[src/design/vdts_pkg.sv]
// ---------------------------------------------------------------------------
// vdts_pkg
// Shared types, constants and scroll-address step functions for the video
// dot timing and scroll address block.
// ---------------------------------------------------------------------------
package vdts_pkg;

    localparam int unsigned CoordWidth = 9;
    localparam int unsigned AddrWidth  = 15;
    localparam int unsigned FetchWidth = 14;
    localparam int unsigned InDataWidth  = 8;
    localparam int unsigned OutDataWidth = 72;
    localparam int unsigned CfgIndexWidth = 2;
    localparam int unsigned CfgDataWidth  = 15;

    // Register indexes of the configuration port
    localparam logic [CfgIndexWidth-1:0] CFG_NMI_ENABLE   = 2'd0;
    localparam logic [CfgIndexWidth-1:0] CFG_RENDER_EN    = 2'd1;
    localparam logic [CfgIndexWidth-1:0] CFG_SCROLL_TEMP  = 2'd2;
    localparam logic [CfgIndexWidth-1:0] CFG_MIRROR_HORIZ = 2'd3;

    // Timing points
    localparam logic [CoordWidth-1:0] DOT_LAST        = 9'd340;
    localparam logic [CoordWidth-1:0] DOT_LAST_FETCH  = 9'd339;
    localparam logic [CoordWidth-1:0] DOT_Y_STEP      = 9'd256;
    localparam logic [CoordWidth-1:0] DOT_HORIZ_COPY  = 9'd257;
    localparam logic [CoordWidth-1:0] DOT_PREFETCH_A  = 9'd321;
    localparam logic [CoordWidth-1:0] DOT_PREFETCH_B  = 9'd323;
    localparam logic [CoordWidth-1:0] DOT_PRE_LOAD    = 9'd280;
    localparam logic [CoordWidth-1:0] DOT_PRE_STEP    = 9'd285;
    localparam logic [CoordWidth-1:0] DOT_FRAME_DONE  = 9'd2;
    localparam logic [CoordWidth-1:0] DOT_VBLANK_EDGE = 9'd1;
    localparam logic [CoordWidth-1:0] LINE_LAST_VIS   = 9'd239;
    localparam logic [CoordWidth-1:0] LINE_POST       = 9'd240;
    localparam logic [CoordWidth-1:0] LINE_VBLANK_SET = 9'd241;
    localparam logic [CoordWidth-1:0] LINE_VBLANK_CLR = 9'd260;
    localparam logic [CoordWidth-1:0] LINE_PRE        = 9'd261;

    // Address masks and fetch bases
    localparam logic [AddrWidth-1:0]  HORIZ_MASK   = 15'h041f;
    localparam logic [AddrWidth-1:0]  KEEP_VERT    = 15'h7be0;
    localparam logic [AddrWidth-1:0]  NT_X_TOGGLE  = 15'h0400;
    localparam logic [AddrWidth-1:0]  NT_Y_TOGGLE  = 15'h0800;
    localparam logic [FetchWidth-1:0] NT_BASE_LO   = 14'h2000;
    localparam logic [FetchWidth-1:0] NT_BASE_HI   = 14'h2400;
    localparam logic [FetchWidth-1:0] AT_BASE_LO   = 14'h23c0;
    localparam logic [FetchWidth-1:0] AT_BASE_HI   = 14'h27c0;

    typedef struct packed {
        logic                 nmi_enable;
        logic                 render_enable;
        logic [AddrWidth-1:0] scroll_temp;
        logic                 mirror_horizontal;
    } cfg_t;

    typedef struct packed {
        logic                  sprite_addr_clear;
        logic [FetchWidth-1:0] attribute_addr;
        logic [FetchWidth-1:0] nametable_addr;
        logic                  fetch_valid;
        logic                  frame_done;
        logic                  nmi_pulse;
        logic                  vblank;
        logic [AddrWidth-1:0]  vram_address;
        logic [CoordWidth-1:0] line_now;
        logic [CoordWidth-1:0] dot_now;
    } result_t;

    // Coarse X: wrap at 31 and flip the horizontal nametable bit
    function automatic logic [AddrWidth-1:0] step_coarse_x(input logic [AddrWidth-1:0] v);
        logic [AddrWidth-1:0] r;
        if (v[4:0] == 5'd31) begin
            r = {v[14:5], 5'd0} ^ NT_X_TOGGLE;
        end else begin
            r = v + 15'd1;
        end
        return r;
    endfunction

    // Fine Y, then coarse Y; row 29 wraps with a vertical table flip, row 31 wraps plain
    function automatic logic [AddrWidth-1:0] step_y(input logic [AddrWidth-1:0] v);
        logic [AddrWidth-1:0] r;
        r = v;
        if (v[14:12] != 3'd7) begin
            r[14:12] = v[14:12] + 3'd1;
        end else begin
            r[14:12] = 3'd0;
            if (v[9:5] == 5'd29) begin
                r[9:5] = 5'd0;
                r      = r ^ NT_Y_TOGGLE;
            end else if (v[9:5] == 5'd31) begin
                r[9:5] = 5'd0;
            end else begin
                r[9:5] = v[9:5] + 5'd1;
            end
        end
        return r;
    endfunction

endpackage

[src/design/vdts_core.sv]
// ---------------------------------------------------------------------------
// vdts_core
// Dot/line counters, loopy scroll address and vblank flag, with the result
// of each tick worked out in one pass from the current state.
// ---------------------------------------------------------------------------
module vdts_core import vdts_pkg::*; (
    input  logic    aclk,
    input  logic    aresetn,
    input  logic    item_fire,
    input  logic    advance,
    input  cfg_t    cfg,
    output result_t result
);

    logic [CoordWidth-1:0] dot_reg, dot_next;
    logic [CoordWidth-1:0] line_reg, line_next;
    logic [AddrWidth-1:0]  vram_reg, vram_next;
    logic                  vblank_reg, vblank_next;
    logic                  nmi, frame, fetch, sclr, hi_table;

    always_comb begin
        dot_next    = dot_reg;
        line_next   = line_reg;
        vram_next   = vram_reg;
        vblank_next = vblank_reg;
        nmi   = 1'b0;
        frame = 1'b0;
        fetch = 1'b0;
        sclr  = 1'b0;
        if (advance) begin
            priority if (line_reg <= LINE_LAST_VIS && dot_reg <= DOT_LAST_FETCH) begin
                if (cfg.render_enable) begin
                    if (dot_reg >= 9'd1 && dot_reg <= DOT_Y_STEP) begin
                        if (dot_reg[2:0] == 3'd0 && dot_reg < DOT_Y_STEP) begin
                            vram_next = step_coarse_x(vram_reg);
                            fetch     = 1'b1;
                        end else if (dot_reg == DOT_Y_STEP) begin
                            vram_next = step_y(vram_reg);
                        end
                    end else if (dot_reg == DOT_HORIZ_COPY) begin
                        vram_next = (vram_reg & KEEP_VERT) | (cfg.scroll_temp & HORIZ_MASK);
                        sclr      = 1'b1;
                    end else if (dot_reg == DOT_PREFETCH_A) begin
                        fetch = 1'b1;
                    end else if (dot_reg == DOT_PREFETCH_B) begin
                        vram_next = step_coarse_x(vram_reg);
                        fetch     = 1'b1;
                    end
                end
                dot_next = dot_reg + 9'd1;
            end else if (line_reg <= LINE_VBLANK_CLR && dot_reg >= DOT_LAST) begin
                dot_next  = '0;
                line_next = line_reg + 9'd1;
            end else if (line_reg >= LINE_PRE) begin
                if (dot_reg < DOT_LAST) begin
                    if (cfg.render_enable && dot_reg == DOT_PRE_LOAD) begin
                        vram_next = cfg.scroll_temp;
                        fetch     = 1'b1;
                    end else if (cfg.render_enable && dot_reg == DOT_PRE_STEP) begin
                        vram_next = step_coarse_x(vram_reg);
                        fetch     = 1'b1;
                    end
                    dot_next = dot_reg + 9'd1;
                end else begin
                    dot_next  = '0;
                    line_next = '0;
                end
            end else if (line_reg == LINE_POST) begin
                frame    = (dot_reg == DOT_FRAME_DONE);
                dot_next = dot_reg + 9'd1;
            end else begin
                if (line_reg == LINE_VBLANK_SET && dot_reg == DOT_VBLANK_EDGE) begin
                    vblank_next = 1'b1;
                    nmi         = cfg.nmi_enable;
                end else if (line_reg == LINE_VBLANK_CLR && dot_reg == DOT_VBLANK_EDGE) begin
                    vblank_next = 1'b0;
                end
                dot_next = dot_reg + 9'd1;
            end
        end
    end

    // Mirroring picks which address bit chooses the upper table
    assign hi_table = cfg.mirror_horizontal ? vram_next[10] : vram_next[11];

    always_comb begin
        result.dot_now           = dot_next;
        result.line_now          = line_next;
        result.vram_address      = vram_next;
        result.vblank            = vblank_next;
        result.nmi_pulse         = nmi;
        result.frame_done        = frame;
        result.fetch_valid       = fetch;
        result.sprite_addr_clear = sclr;
        result.nametable_addr    = '0;
        result.attribute_addr    = '0;
        if (fetch) begin
            result.nametable_addr = (hi_table ? NT_BASE_HI : NT_BASE_LO)
                                  + {4'd0, vram_next[9:0]};
            result.attribute_addr = (hi_table ? AT_BASE_HI : AT_BASE_LO)
                                  + {8'd0, vram_next[9:7], vram_next[4:2]};
        end
    end

    always_ff @(posedge aclk) begin
        if (!aresetn) begin
            dot_reg    <= '0;
            line_reg   <= '0;
            vram_reg   <= '0;
            vblank_reg <= 1'b0;
        end else if (item_fire) begin
            dot_reg    <= dot_next;
            line_reg   <= line_next;
            vram_reg   <= vram_next;
            vblank_reg <= vblank_next;
        end
    end

    a_fetch_needs_render: assert property (@(posedge aclk) disable iff (!aresetn)
        result.fetch_valid |-> (advance && cfg.render_enable))
        else $error("tile fetch issued with rendering disabled");

    a_nmi_at_vblank_start: assert property (@(posedge aclk) disable iff (!aresetn)
        result.nmi_pulse |-> (result.vblank && line_reg == LINE_VBLANK_SET))
        else $error("nmi pulse away from vblank start");

    a_sprite_clear_point: assert property (@(posedge aclk) disable iff (!aresetn)
        result.sprite_addr_clear |-> (result.dot_now == 9'd258 && line_reg <= LINE_LAST_VIS))
        else $error("sprite address clear at wrong dot");

    a_counters_in_range: assert property (@(posedge aclk) disable iff (!aresetn)
        (dot_reg <= DOT_LAST && line_reg <= LINE_PRE))
        else $error("dot or line counter out of range");

    a_hold_keeps_state: assert property (@(posedge aclk) disable iff (!aresetn)
        (item_fire && !advance) |=> ($stable(dot_reg) && $stable(vram_reg)))
        else $error("state moved on a hold tick");

endmodule

[src/design/vdts_out_reg.sv]
// ---------------------------------------------------------------------------
// vdts_out_reg
// Result register toward the output stream; frees itself when the sink
// takes the result, so a new one can load in the same cycle.
// ---------------------------------------------------------------------------
module vdts_out_reg import vdts_pkg::*; (
    input  logic    aclk,
    input  logic    aresetn,
    input  logic    load,
    input  result_t result,
    output logic    can_load,
    output logic    out_valid,
    input  logic    out_ready,
    output result_t out_result
);

    logic    valid_reg, valid_next;
    result_t data_reg;

    assign can_load   = !valid_reg || out_ready;
    assign valid_next = load || (valid_reg && !out_ready);
    assign out_valid  = valid_reg;
    assign out_result = data_reg;

    always_ff @(posedge aclk) begin
        if (!aresetn) begin
            valid_reg <= 1'b0;
        end else begin
            valid_reg <= valid_next;
        end
    end

    always_ff @(posedge aclk) begin
        if (load) begin
            data_reg <= result;
        end
    end

endmodule

[src/design/video_dot_timing_scroll_address.sv]
// ---------------------------------------------------------------------------
// video_dot_timing_scroll_address
// Video dot timing with loopy scroll address: one tick request in, one
// result request out with position, scroll address, flags and fetch addresses.
// ---------------------------------------------------------------------------
//  channel   | direction | payload
//  s_axis    | in        | s_tdata[0] advance
//  m_axis    | out       | m_tdata: position, scroll address, pulses, fetch addresses
//  cfg       | in        | cfg_index 0 nmi_enable, 1 render_enable,
//            |           |           2 scroll_temp, 3 mirror_horizontal
//
// One tick request per cycle, sustained while m_tready does not stall; each
// accepted request is held in the input register, then its result loads into
// the result register, which drives m_tvalid toward the sink.
// The input register and the result register each free up in the cycle the
// downstream side takes their contents, so stalls on m_tready back up without
// bubbles; s_tready follows m_tready combinationally.
// aresetn (synchronous) clears counters, scroll address, vblank, config and
// valid flags.
// ---------------------------------------------------------------------------
module video_dot_timing_scroll_address import vdts_pkg::*; (
    input  logic                     aclk,
    input  logic                     aresetn,
    input  logic                     s_tvalid,
    output logic                     s_tready,
    input  logic [InDataWidth-1:0]   s_tdata,   // [0] advance, [7:1] zero
    output logic                     m_tvalid,
    input  logic                     m_tready,
    // [8:0] dot_now, [17:9] line_now, [32:18] vram_address, [33] vblank,
    // [34] nmi_pulse, [35] frame_done, [36] fetch_valid, [50:37] nametable_addr,
    // [64:51] attribute_addr, [65] sprite_addr_clear, [71:66] zero
    output logic [OutDataWidth-1:0]  m_tdata,
    input  logic                     cfg_wr_en,
    input  logic [CfgIndexWidth-1:0] cfg_index,
    input  logic [CfgDataWidth-1:0]  cfg_wdata
);

    logic    in_valid_reg, in_valid_next;
    logic    advance_reg;
    logic    core_fire, out_can_load;
    cfg_t    cfg_reg;
    result_t core_result, out_result;

    // Configuration registers: the user must write them only while the stream is idle; the block does not enforce this
    always_ff @(posedge aclk) begin
        if (!aresetn) begin
            cfg_reg <= '0;
        end else if (cfg_wr_en) begin
            unique case (cfg_index)
                CFG_NMI_ENABLE:   cfg_reg.nmi_enable        <= cfg_wdata[0];
                CFG_RENDER_EN:    cfg_reg.render_enable     <= cfg_wdata[0];
                CFG_SCROLL_TEMP:  cfg_reg.scroll_temp       <= cfg_wdata;
                CFG_MIRROR_HORIZ: cfg_reg.mirror_horizontal <= cfg_wdata[0];
                default:          cfg_reg                   <= cfg_reg;
            endcase
        end
    end

    // Input register: advance into the core whenever the result register can load
    assign core_fire     = in_valid_reg && out_can_load;
    assign s_tready      = !in_valid_reg || out_can_load;
    assign in_valid_next = (s_tvalid && s_tready) || (in_valid_reg && !out_can_load);

    always_ff @(posedge aclk) begin
        if (!aresetn) begin
            in_valid_reg <= 1'b0;
        end else begin
            in_valid_reg <= in_valid_next;
        end
    end

    always_ff @(posedge aclk) begin
        if (s_tvalid && s_tready) begin
            advance_reg <= s_tdata[0];
        end
    end

    vdts_core u_core (
        .aclk      (aclk),
        .aresetn   (aresetn),
        .item_fire (core_fire),
        .advance   (advance_reg),
        .cfg       (cfg_reg),
        .result    (core_result)
    );

    vdts_out_reg u_out_reg (
        .aclk       (aclk),
        .aresetn    (aresetn),
        .load       (core_fire),
        .result     (core_result),
        .can_load   (out_can_load),
        .out_valid  (m_tvalid),
        .out_ready  (m_tready),
        .out_result (out_result)
    );

    // Pack the result, dot_now in the low bits, zero pad on top
    assign m_tdata = {6'd0, out_result};

endmodule
[config.mk]
export PLATFORM = sky130hd
export DESIGN_NAME = video_dot_timing_scroll_address
export DESIGN_NICKNAME = d
export VERILOG_FILES = /design/src/design/vdts_pkg.sv /design/src/design/vdts_core.sv /design/src/design/vdts_out_reg.sv /design/src/design/video_dot_timing_scroll_address.sv
export SDC_FILE = /design/constraint.sdc
export NUM_CORES = 1
export LEC_CHECK = 0
export BUFFER_PORTS_ARGS = -buffer_cell sky130_fd_sc_hd__buf_2
export CAP_MARGIN = 10
export CORE_ASPECT_RATIO = 0.75
export CORE_MARGIN = 1
export CORE_UTILIZATION = 40
export CTS_CLUSTER_SIZE = 20
export DETAILED_ROUTE_END_ITERATION = 7
export GPL_TIMING_DRIVEN = 0
export PLACE_DENSITY = 0.55
export SYNTH_ARGS = -nofsm -noshare
export SYNTH_HDL_FRONTEND = slang
export SYNTH_HIERARCHICAL = 1
export SYNTH_SLANG_ARGS = --single-unit
[constraint.sdc]
create_clock -name aclk -period 6.2 [get_ports aclk]
set_input_delay 1.24 -clock aclk [delete_from_list [all_inputs] [get_ports aclk]]
set_output_delay 1.24 -clock aclk [all_outputs]
set_load 0.1 [all_outputs]
Word level (Yosys, flattened, before mapping)

Index checks and enable logic that the tools add are counted.
W data, S select, Z words.

Muxes and demuxes: 54
Bitwise gates (word level): 8
$lt $le $gt $ge: 9
Reduce and logical (&&, ||, !) cells: 29
Equality and inequality tests: 18
$add $sub $neg: 7

Operator list:

| kind                    | number |
|---|---|
| $mux W15                | 15 |
| $mux W9                 | 10 |
| $eq A9 B9 Y1 const B    | 7 |
| $le A9 B9 Y1 const B    | 3 |
| $mux W1                 | 22 |
| $mux W11                | 2 |
| $add A9 B1 Y9 const B   | 2 |
| $eq A9 B8 Y1 const B    | 2 |
| $ge A9 B9 Y1 const B    | 2 |
| $lt A9 B9 Y1 const B    | 2 |
| $add A15 B1 Y15 const B | 1 |
| $eq A5 B5 Y1 const B    | 3 |
| $or A15 B11 Y15         | 1 |
| $add A14 B10 Y14        | 1 |
| $add A14 B6 Y14         | 1 |
| $logic_and A1 B1 Y1     | 12 |
| $mux W12                | 1 |
| $mux W5                 | 2 |
| $eq A9 B1 Y1 const B    | 1 |
| $eq A9 B2 Y1 const B    | 1 |
| $ge A9 B1 Y1 const B    | 1 |
| $le A9 B8 Y1 const B    | 1 |
| $reduce_and A2 Y1       | 4 |
| $not A1 Y1              | 7 |
| 14 further kinds        | 21 |

Input bits: 30
Output and inout bits: 74
Flip-flop bits (word level): 121
Word-level logic and storage cells: 146

Longest topological paths before layout

Gate-level depths: netlist of run 1.

Depth in word-level cells: 13
Mapped depth: 13
Depth with buffers taken out: 11

By module

The synthesis of run 1 kept the hierarchy.

By module, submodules not included:

| module                          | instances | seq. area each (um2) | cells an instance | area each (um2) |
|---|---|---|---|---|
| vdts_core                       | 1         | 680.7                | 631               | 4362.9 |
| vdts_out_reg                    | 1         | 2001.9               | 70                | 2030.7 |
| video_dot_timing_scroll_address | 1         | 410.4                | 93                | 872.1 |

Least setup slack after synthesis of run 1

Ideal clock, no wire load.

Kind: input to register
From: input port m_tready
To: register u_core.vram_reg[13]
Required time: 6.126 ns
Path buffers: 0
Arrival time: 4.503 ns
Library setup time: 0.074 ns
Path slack: 1.623 ns
Stages on the path: 7
Path through: nand2b_4 > and2_1 > clkinv_1 > nor2_1 > o21a_1 > o21ai_0 > a31oi_1

Cells in the longest elaborated chain, start to end: 2

RTL lines:

| element                | line                                  | RTL |
|---|---|---|
| start: declaration     | video_dot_timing_scroll_address.sv:28 | `input logic m_tready,` |
| $logic_or A1 B1 Y1     | vdts_out_reg.sv:20                    | `assign can_load = !valid_reg \|\| out_ready;` |
| $logic_and A1 B1 Y1    | video_dot_timing_scroll_address.sv:60 | `assign core_fire = in_valid_reg && out_can_load;` |
| named net core_fire    | video_dot_timing_scroll_address.sv:40 | `logic core_fire, out_can_load;` |
| end signal: assignment | vdts_core.sv:114                      | `vram_reg <= vram_next;` |
| end: declaration       | vdts_core.sv:17                       | `logic [AddrWidth-1:0] vram_reg, vram_next;` |

The timed path passes the listed nets, and every way through them passes these cells.
A chain may end at the register's enable or synchronous reset.

Final worst setup path of run 1

From: register u_core.line_reg[4]
To: register u_out_reg.data_reg (netlist bit u_out_reg/out_result[61]) (data pin)

Elaborated cells between the ends (all ways): 16
Classes of those cells: add/sub (1); order compare (3); mux (10); reduce/logical (2)

RTL lines:

| element                                               | line                             | RTL |
|---|---|---|
| start: declaration                                    | vdts_core.sv:16                  | `logic [CoordWidth-1:0] line_reg, line_next;` |
| start signal: assignment                              | vdts_core.sv:113                 | `line_reg <= line_next;` |
| $ge A9 B9 Y1 / $le A9 B9 Y1 (equally long branches)   | vdts_core.sv:54, vdts_core.sv:51 |  |
| $mux W1 / $logic_and A1 B1 Y1 (equally long branches) | vdts_core.sv:54, vdts_core.sv:51 |  |
| $mux W1                                               | vdts_core.sv:51                  | `end else if (line_reg <= LINE_VBLANK_CLR && dot_reg >= DOT_LAST) begin` |
| $mux W1 *                                             | vdts_core.sv:31                  | `priority if (line_reg <= LINE_LAST_VIS && dot_reg <= DOT_LAST_FETCH) begin` |
| $mux W1 *                                             | vdts_core.sv:30                  | `if (advance) begin` |
| named net u_core.fetch                                | vdts_core.sv:19                  | `logic nmi, frame, fetch, sclr, hi_table;` |
| end signal: assignment                                | vdts_out_reg.sv:35               | `data_reg <= result;` |
| end: declaration                                      | vdts_out_reg.sv:18               | `result_t data_reg;` |

Mark *: on every way through the listed nets, which the timed path passes. The rest lies on a longest branch.

==> qor.csv, run 1 <==
stage,metric,value,unit
timing,final setup TNS,0,ns
final_layout,post-layout util,48.48,%
timing,final slew viol count,0,
final_layout,ANT cells,0,
synth,share of flip-flops with an asynchronous set or reset,0,%
timing,worst-margin pin slew,1.227,ns
timing,period utilisation layout,72.24,%
setup_path,critical path endpoint category,register,
floorplanning,num ports,104,
setup_path,crit path max fanout,11,
synth,ranking of synthesized cells by area,"edfxtp_1 28%, dfxtp_1 15%, nand2_1 4.2%, mux2i_1 3.6%, nor2_1 3.4%",
routing,vias per cell,5.789,
setup_path,CP startpoint kind,register,
cts,Root Driver,clkbuf_16,
cts,clk_lat worst skew,0.41,ns
synth,"count leader, synth",nand2_1,
place,HPWL after detailed placement,17.65,mm
synth,"Avg Cell Area, Syn",9.151,um2
timing,skew final,0.008787,ns
floorplanning,die width,157.6,um
place,placed cell area,8051,um2
setup_path,CP max-delay cell,o21ai_1,
timing,hold_ws,0.4561,ns
final_layout,fin area,8586,um2
cts,Post-CTS Setup Bufs,0,
floorplanning,row count,42,
synth,Yosys Warn Count,6,
setup_path,Critical Path AT,4.65,ns
routing,Initial DRT Pass Iterations,5,
place,routability cong.,0.9676,
floorplanning,DIE HEIGHT,118.7,um
synth,top post-synthesis cells by count,"82 x nand2_1, 67 x edfxtp_1, 66 x nor2_1, 54 x dfxtp_1, 41 x a21oi_1",
flow_run,maxcap violations,0,
cts,CTS Buffer Depth,2,
cts,"Hold-fix buffers, CTS",0,
routing,First DRT Iteration DRCs,840,
pwr,Peak VDD IR,151.0,uV
floorplanning,Core Area,17710,um2
final_layout,share of cells above drive strength 1,20.13,%
cts,TritonCTS Buffers,17,
synth,ys flop type,edfxtp_1,
final_layout,Layout area overhead,18.17,%
pwr,Pwr per Cell Area,258.9,nW/um2
place,Port Buf Inserts,90,
final_layout,Largest register FFs,66,
final_layout,final net count,955,
floorplanning,DIE AREA,18710,um2
pwr,Leak,3.244,nW
place,dpl ws,1.759,ns
timing,Rel. slew slack,17.64,%
global_route,first-pass GRT wire length,38.05,mm
synth,Yosys top cell area share,27.69,%
global_route,Overall Global Routing Usage,27.52,%
global_route,largest net degree at the start of global routing,72,
timing,unrepaired setup endpoints after global routing,false,
timing,final worst slack,1.721,ns
timing,Final Hold Viols,0,
cts,post-CTS sizing,0,
setup_path,Worst path top cell family by delay,compound AO/OA/AOI/OAI gates,
timing,count of final setup violators,0,
synth,post-synth top area cell,edfxtp_1,
setup_path,Buf/Inv on CP,4,
cts,clk slew on worst S/H paths,0.05,ns
cts,H-tree Lvls,4,
synth,Unique masters post-synth,94,
setup_path,worst path required time,6.37,ns
run_status,outcome,completed,
cts,CTS Sinks,121,
synth,"EDFF count, synth",67,
floorplanning,Initial Utilization,41.03,%
global_route,GRT overflow,0,
worst_hold_path,path type of the worst min-delay path,register to register,
synth,Yosys reg bits,121,
timing,FMAX,223.3,MHz
setup_path,critical path's largest stage delay,1.06,ns
routing,drt wl/cell,21.26,um
synth,Synth Instances,794,
routing,vias,6750,
setup_path,Setup CP Type,register to register,
synth,synthesized cell area,7266,um2
cts,CTS tree,done,
global_route,number of global-route vias before repair,6234,
routing,final WL,24.79,mm
routing,DRC Markers,0,
synth,register area share after synthesis,42.57,%
routing,Post-DRT Antenna Nets,0,
setup_path,cells along the critical path,clkbuf_1 -> or4_1 -> o31ai_2 -> a211oi_1 -> clkbuf_1 -> o21ai_1 -> inv_2 -> o211ai_1 -> o32ai_2 -> buf_4,
setup_path,Worst path most repeated cell,clkbuf_1,
timing,Tmin final,4.479,ns
global_route,initial antenna violation count,0,
setup_path,R2R Setup Slk,1.72,ns
-- tightest hold or removal path: cells and delay by family (launching register included) --
family	cells	cell delay, ns
mux	1	0.05
flops	1	0.31
simple gates	1	0.05
-- routing by layer --
metal	part of all wire (%)	global-route usage, %
met2	40	37.91
met3	8.9	5.501
met4	2.5	8.495
met1	49	42.17
met5	0	0
-- cell type report --
cell class / count / area [um2]
clock inverter: 9 / 76.32
timing repair buffer: 90 / 450.4
sequential: 121 / 3093
multi-input combinational: 570 / 3625
clock buffer: 23 / 457.9
buffer: 81 / 467.9
tap: 242 / 302.8
fill: 1732 / 9124
inverter: 30 / 112.6
-- stage by stage --
stage               total power, W  std cells
floorplan                 0.001225        802
finish                    0.002223       1166
CTS                       0.002239       1166
global placement          0.001320       1134
detailed placement        0.001320       1134
global route              0.002304       1166
-- final timing paths --
| kind | from | to | cells past startpoint |
|---|---|---|---|
| worst max-delay path | u_core/line_reg[4]$_SDFFE_PN0P_ | u_out_reg/out_result[61]$_DFFE_PP_ | 10 |
| worst min-delay path | cfg_reg[7]$_SDFFE_PN0P_ | cfg_reg[7]$_SDFFE_PN0P_ | 2 |
| worst max register to register | u_core/line_reg[4]$_SDFFE_PN0P_ | u_out_reg/out_result[61]$_DFFE_PP_ | 10 |
| worst min register to register | cfg_reg[7]$_SDFFE_PN0P_ | cfg_reg[7]$_SDFFE_PN0P_ | 2 |
-- cells by family (layout without fill, tap and decap cells) --
| kind of cell | Yosys count | in the layout | synth area share (%) |
|---|---|---|---|
| xor gates and xnor gates | 16 | 16 | 1.929 |
| DFF | 121 | 121 | 42.57 |
| muxes | 28 | 28 | 3.892 |
| buffers and inverters | 111 | 233 | 7.990 |
| AOI/OAI and AO/OA | 205 | 205 | 19.92 |
| adders and majority gates | 14 | 14 | 2.411 |
| and+or+nand+nor | 297 | 297 | 21.18 |
| other | 2 | 10 | 0.1034 |
-- placed cells by master (no fill, tap or decap), drive strengths merged, types with 6 or more instances in the layout --
master	instances
nor3	27
o21ba	6
a31oi	10
or2	8
ha	14
dfxtp	54
o211ai	9
inv	27
clkinv	8
and2	9
nor4	9
nor2b	6
nand2	82
o32ai	6
nor2	66
o31ai	12
a211oi	8
edfxtp	67
xnor2	12
conb	10
or3	7
o22ai	9
nand4	16
o21ai	39
clkbuf	62
and3	7
o21a	11
a21oi	41
mux2i	26
nand2b	6
buf	132
nand3	23
-- where the power goes --
| part | total, W | internal, W | switching, W |
|---|---|---|---|
| sequential | 0.000901 | 0.000883 | 0.0000188 |
| clock | 0.000913 | 0.000557 | 0.000356 |
| combinational | 0.000409 | 0.0000839 | 0.000325 |
| total | 0.00222 | 0.00152 | 0.000700 |
No activity file was read; power rests on OpenSTA's default activity.
==> run 2, diff against run 1 <==
--- a/config.mk
+++ b/config.mk
@@ -13,7 +13,7 @@
 export CTS_CLUSTER_SIZE = 20
 export DETAILED_ROUTE_END_ITERATION = 7
 export GPL_TIMING_DRIVEN = 0
-export PLACE_DENSITY = 0.55
+export PLACE_DENSITY = 0.57
 export SYNTH_ARGS = -nofsm -noshare
 export SYNTH_HDL_FRONTEND = slang
 export SYNTH_HIERARCHICAL = 1
==> constraint.sdc (replaced) <==
create_clock -name aclk -period 4.1 [get_ports aclk]
set_input_delay 0.82 -clock aclk [delete_from_list [all_inputs] [get_ports aclk]]
set_output_delay 0.82 -clock aclk [all_outputs]
set_load 0.1 [all_outputs]
==> qor.csv, run 2 (synthesis results as in run 1) <==
stage,metric,value,unit,change
setup_path,critical path endpoint category,register,,unchanged
place,Port Buf Inserts,90,,unchanged
final_layout,Sequential Area,3093,um2,unchanged
place,HPWL after detailed placement,16.54,mm,was 17.65 mm
global_route,grt met3 use,7.774,%,was 5.501%
global_route,Overall Global Routing Usage,25.99,%,was 27.52%
pwr,Seq pwr share,39.1,%,was 40.5%
floorplanning,die width,157.6,um,unchanged
global_route,initial antenna violation count,0,,unchanged
cts,CTS Sinks,121,,unchanged
place,routability cong.,0.9646,,was 0.9676
final_layout,final net count,956,,was 955
cts,clk_lat worst skew,0.43,ns,was 0.41 ns
final_layout,Layout area overhead,19.32,%,was 18.17%
pwr,Leak,3.282,nW,was 3.244 nW
timing,count of final setup violators,0,,unchanged
setup_path,CP startpoint kind,register,,unchanged
global_route,met2 Use GR,33.62,%,was 37.91%
setup_path,worst path required time,4.40,ns,was 6.37 ns
routing,Post-DRT Antenna Nets,0,,unchanged
timing,final worst slack,0.06533,ns,was 1.721 ns
setup_path,crit path max fanout,9,,was 11
pwr,Pwr per Cell Area,402.1,nW/um2,was 258.9 nW/um2
pwr,clock share of power,43.3,%,was 41.1%
final_layout,ANT cells,0,,unchanged
pwr,internal power,0.002408,W,was 0.001523 W
final_layout,fill count,1751,,was 1732
floorplanning,Core Area,17710,um2,unchanged
cts,CTS tree,done,,unchanged
global_route,number of global-route vias before repair,6008,,was 6234
setup_path,Setup CP Type,register to register,,unchanged
cts,Root Driver,clkbuf_16,,unchanged
final_layout,fin area,8670,um2,was 8586 um2
place,placed cell area,8071,um2,was 8051 um2
final_layout,Largest register FFs,66,,unchanged
floorplanning,num ports,104,,unchanged
routing,drt wl/cell,20.24,um,was 21.26 um
cts,H-tree Lvls,4,,unchanged
flow_run,maxcap violations,0,,unchanged
routing,Initial DRT Pass Iterations,5,,unchanged
routing,final WL,23.62,mm,was 24.79 mm
place,dpl ws,-0.1993,ns,was 1.759 ns
floorplanning,DIE HEIGHT,118.7,um,unchanged
floorplanning,DIE AREA,18710,um2,unchanged
setup_path,Critical Path AT,4.33,ns,was 4.65 ns
pwr,Comb power frac,17.6,%,was 18.4%
timing,final setup TNS,0,ns,unchanged
timing,Tmin final,4.035,ns,was 4.479 ns
routing,vias,6701,,was 6750
run_status,outcome,completed,,unchanged
cts,CTS Buffer Depth,2,,unchanged
floorplanning,row count,42,,unchanged
final_layout,area occupied by multi-input gates,3636,um2,was 3625 um2
global_route,met1 global-route usage,39.45,%,was 42.17%
final_layout,share of cells above drive strength 1,20.76,%,was 20.13%
final_layout,post-layout util,48.95,%,was 48.48%
global_route,GRT busiest layer,met1,,unchanged
global_route,GRT overflow,0,,unchanged
timing,skew final,0.008900,ns,was 0.008787 ns
floorplanning,Initial Utilization,41.03,%,unchanged
pwr,sw frac,30.92,%,was 31.48%
timing,FMAX,247.9,MHz,was 223.3 MHz
cts,clk slew on worst S/H paths,0.06,ns,was 0.05 ns
routing,First DRT Iteration DRCs,848,,was 840
timing,final slew viol count,0,,unchanged
global_route,largest net degree at the start of global routing,43,,was 72
worst_hold_path,path type of the worst min-delay path,register to register,,unchanged
final_layout,"commonest non-fill, non-tap cells in the layout","94 x buf_2, 82 x nand2_1, 67 x edfxtp_1",,unchanged
pwr,Peak VDD IR,253.0,uV,was 151.0 uV
timing,unrepaired setup endpoints after global routing,false,,unchanged
timing,worst-margin pin slew,0.9318,ns,was 1.227 ns
final_layout,"most common cell after layout, fill and taps aside",buf_2,,unchanged
cts,TritonCTS Buffers,17,,unchanged
timing,Final Hold Viols,0,,unchanged
timing,Rel. slew slack,37.36,%,was 17.64%
timing,period utilisation layout,98.41,%,was 72.24%
cts,Post-CTS Setup Bufs,0,,unchanged
global_route,first-pass GRT wire length,35.70,mm,was 38.05 mm
pwr,NetSw,0.001078,W,was 0.0006998 W
routing,vias per cell,5.742,,was 5.789
routing,DRC Markers,0,,unchanged
==> run 2: routing by layer <==
metal	wire length (um)	up-vias
li1	-	3145
met1	11300	3134
met2	9156	375
met3	2554	47
met4	607	0
met5	0	-
==> run 2: per-stage QoR <==
stage               hold slack [ns]  std cells  power, W
finish                       0.4700       1167  0.003486
global route                 0.4904       1167  0.003593
CTS                          0.4708       1167  0.003504
detailed placement           0.4579       1135  0.001989
global placement             0.4482       1134  0.001987
floorplan                    0.4307        802  0.001851
==> run 2: path summary, 6_finish.rpt <==
check / slack (ns) / cells past startpoint / start / end
max: 0.07 / 12 / u_core/vram_reg[1]$_SDFFE_PN0P_ / u_out_reg/out_result[61]$_DFFE_PP_
min: 0.47 / 2 / cfg_reg[7]$_SDFFE_PN0P_ / cfg_reg[7]$_SDFFE_PN0P_
max reg2reg: 0.07 / 12 / u_core/vram_reg[1]$_SDFFE_PN0P_ / u_out_reg/out_result[61]$_DFFE_PP_
min reg2reg: 0.47 / 2 / cfg_reg[7]$_SDFFE_PN0P_ / cfg_reg[7]$_SDFFE_PN0P_
==> run 2: worst max-delay path: stages (launching register included) <==
cell	delay, ns
dfxtp_1	0.39
ha_1	0.28
nand3_1	0.26
inv_1	0.11
ha_1	0.25
nand4b_1	0.23
nor3_1	0.78
a22o_1	0.31
a22oi_1	0.15
nor3b_1	0.23
or4_1	0.54
o32ai_2	0.20
buf_4	0.16
==> run 2: area by class of cell <==
type                    count  share of cell area, %
plain buffers              81                  5.412
clock buffers              18                  4.950
clock inverters            14                  1.804
inverters                  30                  1.299
multi-input cells         570                  41.94
flip-flops and latches    121                  35.68
well taps                 242                  3.493
repair buffers             91                  5.426
==> run 2: power groups by stage <==
stage	registers [W]	clock network [W]	logic (W)
floorplan	0.00161	0	0.000242
global placement	0.00139	0	0.000599
detailed placement	0.00139	0	0.000603
CTS	0.00136	0.00154	0.000605
global route	0.00137	0.00158	0.000644
finish	0.00136	0.00151	0.000615
==> run 2: timing repair <==
action / in CTS / in global routing
hold buffers: 0 / 0
resized for setup: 1 / 3
pin swaps: 0 / 0
endpoints found under the setup margin: 3 / 2
==> run 3, diff against run 2 <==
--- a/config.mk
+++ b/config.mk
@@ -13,7 +13,7 @@
 export CTS_CLUSTER_SIZE = 20
 export DETAILED_ROUTE_END_ITERATION = 7
 export GPL_TIMING_DRIVEN = 0
-export PLACE_DENSITY = 0.57
+export PLACE_DENSITY = 0.55
 export SYNTH_ARGS = -nofsm -noshare
 export SYNTH_HDL_FRONTEND = slang
 export SYNTH_HIERARCHICAL = 1
==> constraint.sdc (replaced) <==
create_clock -name aclk -period 4.02 [get_ports aclk]
set_input_delay 0.804 -clock aclk [delete_from_list [all_inputs] [get_ports aclk]]
set_output_delay 0.804 -clock aclk [all_outputs]
set_load 0.1 [all_outputs]
==> qor.csv, run 3 (synthesis results as in run 1) <==
stage,metric,value,unit,change
global_route,first-pass GRT wire length,37.12,mm,was 35.70 mm
final_layout,"commonest non-fill, non-tap cells in the layout","94 x buf_2, 82 x nand2_1, 67 x edfxtp_1",,unchanged
floorplanning,die width,157.6,um,unchanged
final_layout,fill count,1714,,was 1751
global_route,met1 global-route usage,39.74,%,was 39.45%
pwr,Pwr per Cell Area,399.0,nW/um2,was 402.1 nW/um2
routing,Post-DRT Antenna Nets,0,,unchanged
worst_hold_path,path type of the worst min-delay path,register to register,,unchanged
global_route,number of global-route vias before repair,6196,,was 6008
timing,final setup TNS,0,ns,unchanged
routing,vias per cell,5.897,,was 5.742
setup_path,crit path max fanout,10,,was 9
pwr,Peak VDD IR,234.3,uV,was 253.0 uV
setup_path,critical path endpoint category,register,,unchanged
setup_path,Critical Path AT,4.03,ns,was 4.33 ns
cts,"Hold-fix buffers, CTS",0,,unchanged
cts,CTS tree,done,,unchanged
cts,TritonCTS Buffers,17,,unchanged
cts,Root Driver,clkbuf_16,,unchanged
final_layout,Largest register FFs,66,,unchanged
floorplanning,DIE AREA,18710,um2,unchanged
place,routability cong.,0.9411,,was 0.9646
global_route,met2 Use GR,36.84,%,was 33.62%
final_layout,ANT cells,0,,unchanged
cts,Post-CTS Setup Bufs,0,,unchanged
cts,clk slew on worst S/H paths,0.06,ns,about the same
flow_run,maxcap violations,0,,unchanged
global_route,grt met3 use,8.177,%,was 7.774%
timing,hold_ws,0.4650,ns,was 0.4700 ns
pwr,clock share of power,41.1,%,was 43.3%
cts,H-tree Lvls,4,,unchanged
routing,DRC Markers,0,,unchanged
floorplanning,Initial Utilization,41.03,%,unchanged
pwr,Leak,3.252,nW,was 3.282 nW
timing,Final Hold Viols,0,,unchanged
pwr,NetSw,0.001102,W,was 0.001078 W
setup_path,worst path required time,4.20,ns,was 4.40 ns
cts,CTS Sinks,121,,unchanged
timing,Rel. slew slack,31.82,%,was 37.36%
floorplanning,row count,42,,unchanged
routing,First DRT Iteration DRCs,590,,was 848
routing,Initial DRT Pass Iterations,5,,unchanged
place,HPWL after detailed placement,17.72,mm,was 16.54 mm
timing,skew final,0.009372,ns,was 0.008900 ns
pwr,sw frac,32.05,%,was 30.92%
timing,count of final setup violators,0,,unchanged
floorplanning,Core Area,17710,um2,unchanged
setup_path,CP startpoint kind,register,,unchanged
place,Port Buf Inserts,90,,unchanged
floorplanning,DIE HEIGHT,118.7,um,unchanged
global_route,largest net degree at the start of global routing,72,,was 43
cts,clk_lat worst skew,0.42,ns,was 0.43 ns
routing,final WL,24.78,mm,was 23.62 mm
timing,FMAX,259.9,MHz,was 247.9 MHz
timing,final slew viol count,0,,unchanged
setup_path,R2R Setup Slk,0.17,ns,was 0.07 ns
final_layout,share of cells above drive strength 1,20.78,%,was 20.76%
timing,Tmin final,3.848,ns,was 4.035 ns
routing,vias,6876,,was 6701
global_route,Overall Global Routing Usage,27.23,%,was 25.99%
floorplanning,num ports,104,,unchanged
cts,CTS Buffer Depth,2,,unchanged
final_layout,final net count,955,,was 956
timing,worst-margin pin slew,1.023,ns,was 0.9318 ns
setup_path,Setup CP Type,register to register,,unchanged
pwr,Seq pwr share,40.5,%,was 39.1%
run_status,outcome,completed,,unchanged
routing,drt wl/cell,21.25,um,was 20.24 um
pwr,internal power,0.002336,W,was 0.002408 W
global_route,initial antenna violation count,0,,unchanged
timing,period utilisation layout,95.72,%,was 98.41%
global_route,GRT overflow,0,,unchanged
global_route,GRT busiest layer,met1,,unchanged
final_layout,Layout area overhead,18.56,%,was 19.32%
pwr,Comb power frac,18.4,%,was 17.6%
final_layout,"most common cell after layout, fill and taps aside",buf_2,,unchanged
==> run 3: changes by cell type in the layout (fill, tap and decap cells not counted), moves of 2 or more <==
cell,delta
clkinv_2,+2
bufinv_16,-2
clkinv_1,-3
clkbuf_1,+3
==> run 3: power groups by stage <==
stage | registers [W] | clock network, W | logic (W)
floorplan | 0.00164 | 0 | 0.000247
global placement | 0.00141 | 0 | 0.000618
detailed placement | 0.00142 | 0 | 0.000621
CTS | 0.00139 | 0.00145 | 0.000623
global route | 0.00140 | 0.00150 | 0.000662
finish | 0.00139 | 0.00141 | 0.000633
==> run 3: final timing paths <==
check / start / endpoint / cells past startpoint
setup reg to reg: u_core/dot_reg[3]$_SDFFE_PN0P_ / u_out_reg/out_result[51]$_DFFE_PP_ / 9
setup / recovery: u_core/dot_reg[3]$_SDFFE_PN0P_ / u_out_reg/out_result[51]$_DFFE_PP_ / 9
hold / removal: cfg_reg[15]$_SDFFE_PN0P_ / cfg_reg[15]$_SDFFE_PN0P_ / 2
hold reg to reg: cfg_reg[15]$_SDFFE_PN0P_ / cfg_reg[15]$_SDFFE_PN0P_ / 2
==> run 3: what timing repair did <==
item | CTS | global route
resized for setup | 1 | 4
endpoints found under the hold margin | 0 | 0
endpoints found under the setup margin | 13 | 2
==> run 3: routing by layer <==
metal | share of wire [%] | vias up
met1 | 48 | 3318
li1 | - | 3147
met5 | 0 | -
met4 | 2.7 | 0
met3 | 9.3 | 42
met2 | 40 | 369
==> run 3: worst max-delay path: stages (launching register included) <==
cell,delay [ns]
dfxtp_1,0.30
buf_6,0.13
nor4_2,0.63
nand4_1,0.56
nand2_1,0.31
clkbuf_1,0.60
nor4_1,0.14
o32ai_1,0.61
nor2_1,0.16
buf_4,0.17
==> run 3: per-stage QoR <==
stage               instance area [um2]  total power, W  utilization [%]  worst slack (ns)  std cells
floorplan                          7297        0.001887                -            0.8654        802
detailed placement                 8051        0.002037            45.46           -0.3948       1134
CTS                                8596        0.003460            48.54           0.02800       1166
finish                             8615        0.003437            48.64            0.1721       1166
global route                       8615        0.003561            48.64         -0.001030       1166
global placement                   8050        0.002033            45.46           -0.6278       1134
==> run 3: cell type report <==
| class | count | area, um2 | area share, % |
|---|---|---|---|
| clock inverter | 12 | 103.9 | 1.206 |
| sequential | 121 | 3093 | 35.90 |
| multi-input combinational | 570 | 3647 | 42.34 |
| buffer | 81 | 467.9 | 5.432 |
| tap | 242 | 302.8 | 3.515 |
| clock buffer | 20 | 436.7 | 5.069 |
| inverter | 30 | 112.6 | 1.307 |
| timing repair buffer | 90 | 450.4 | 5.229 |
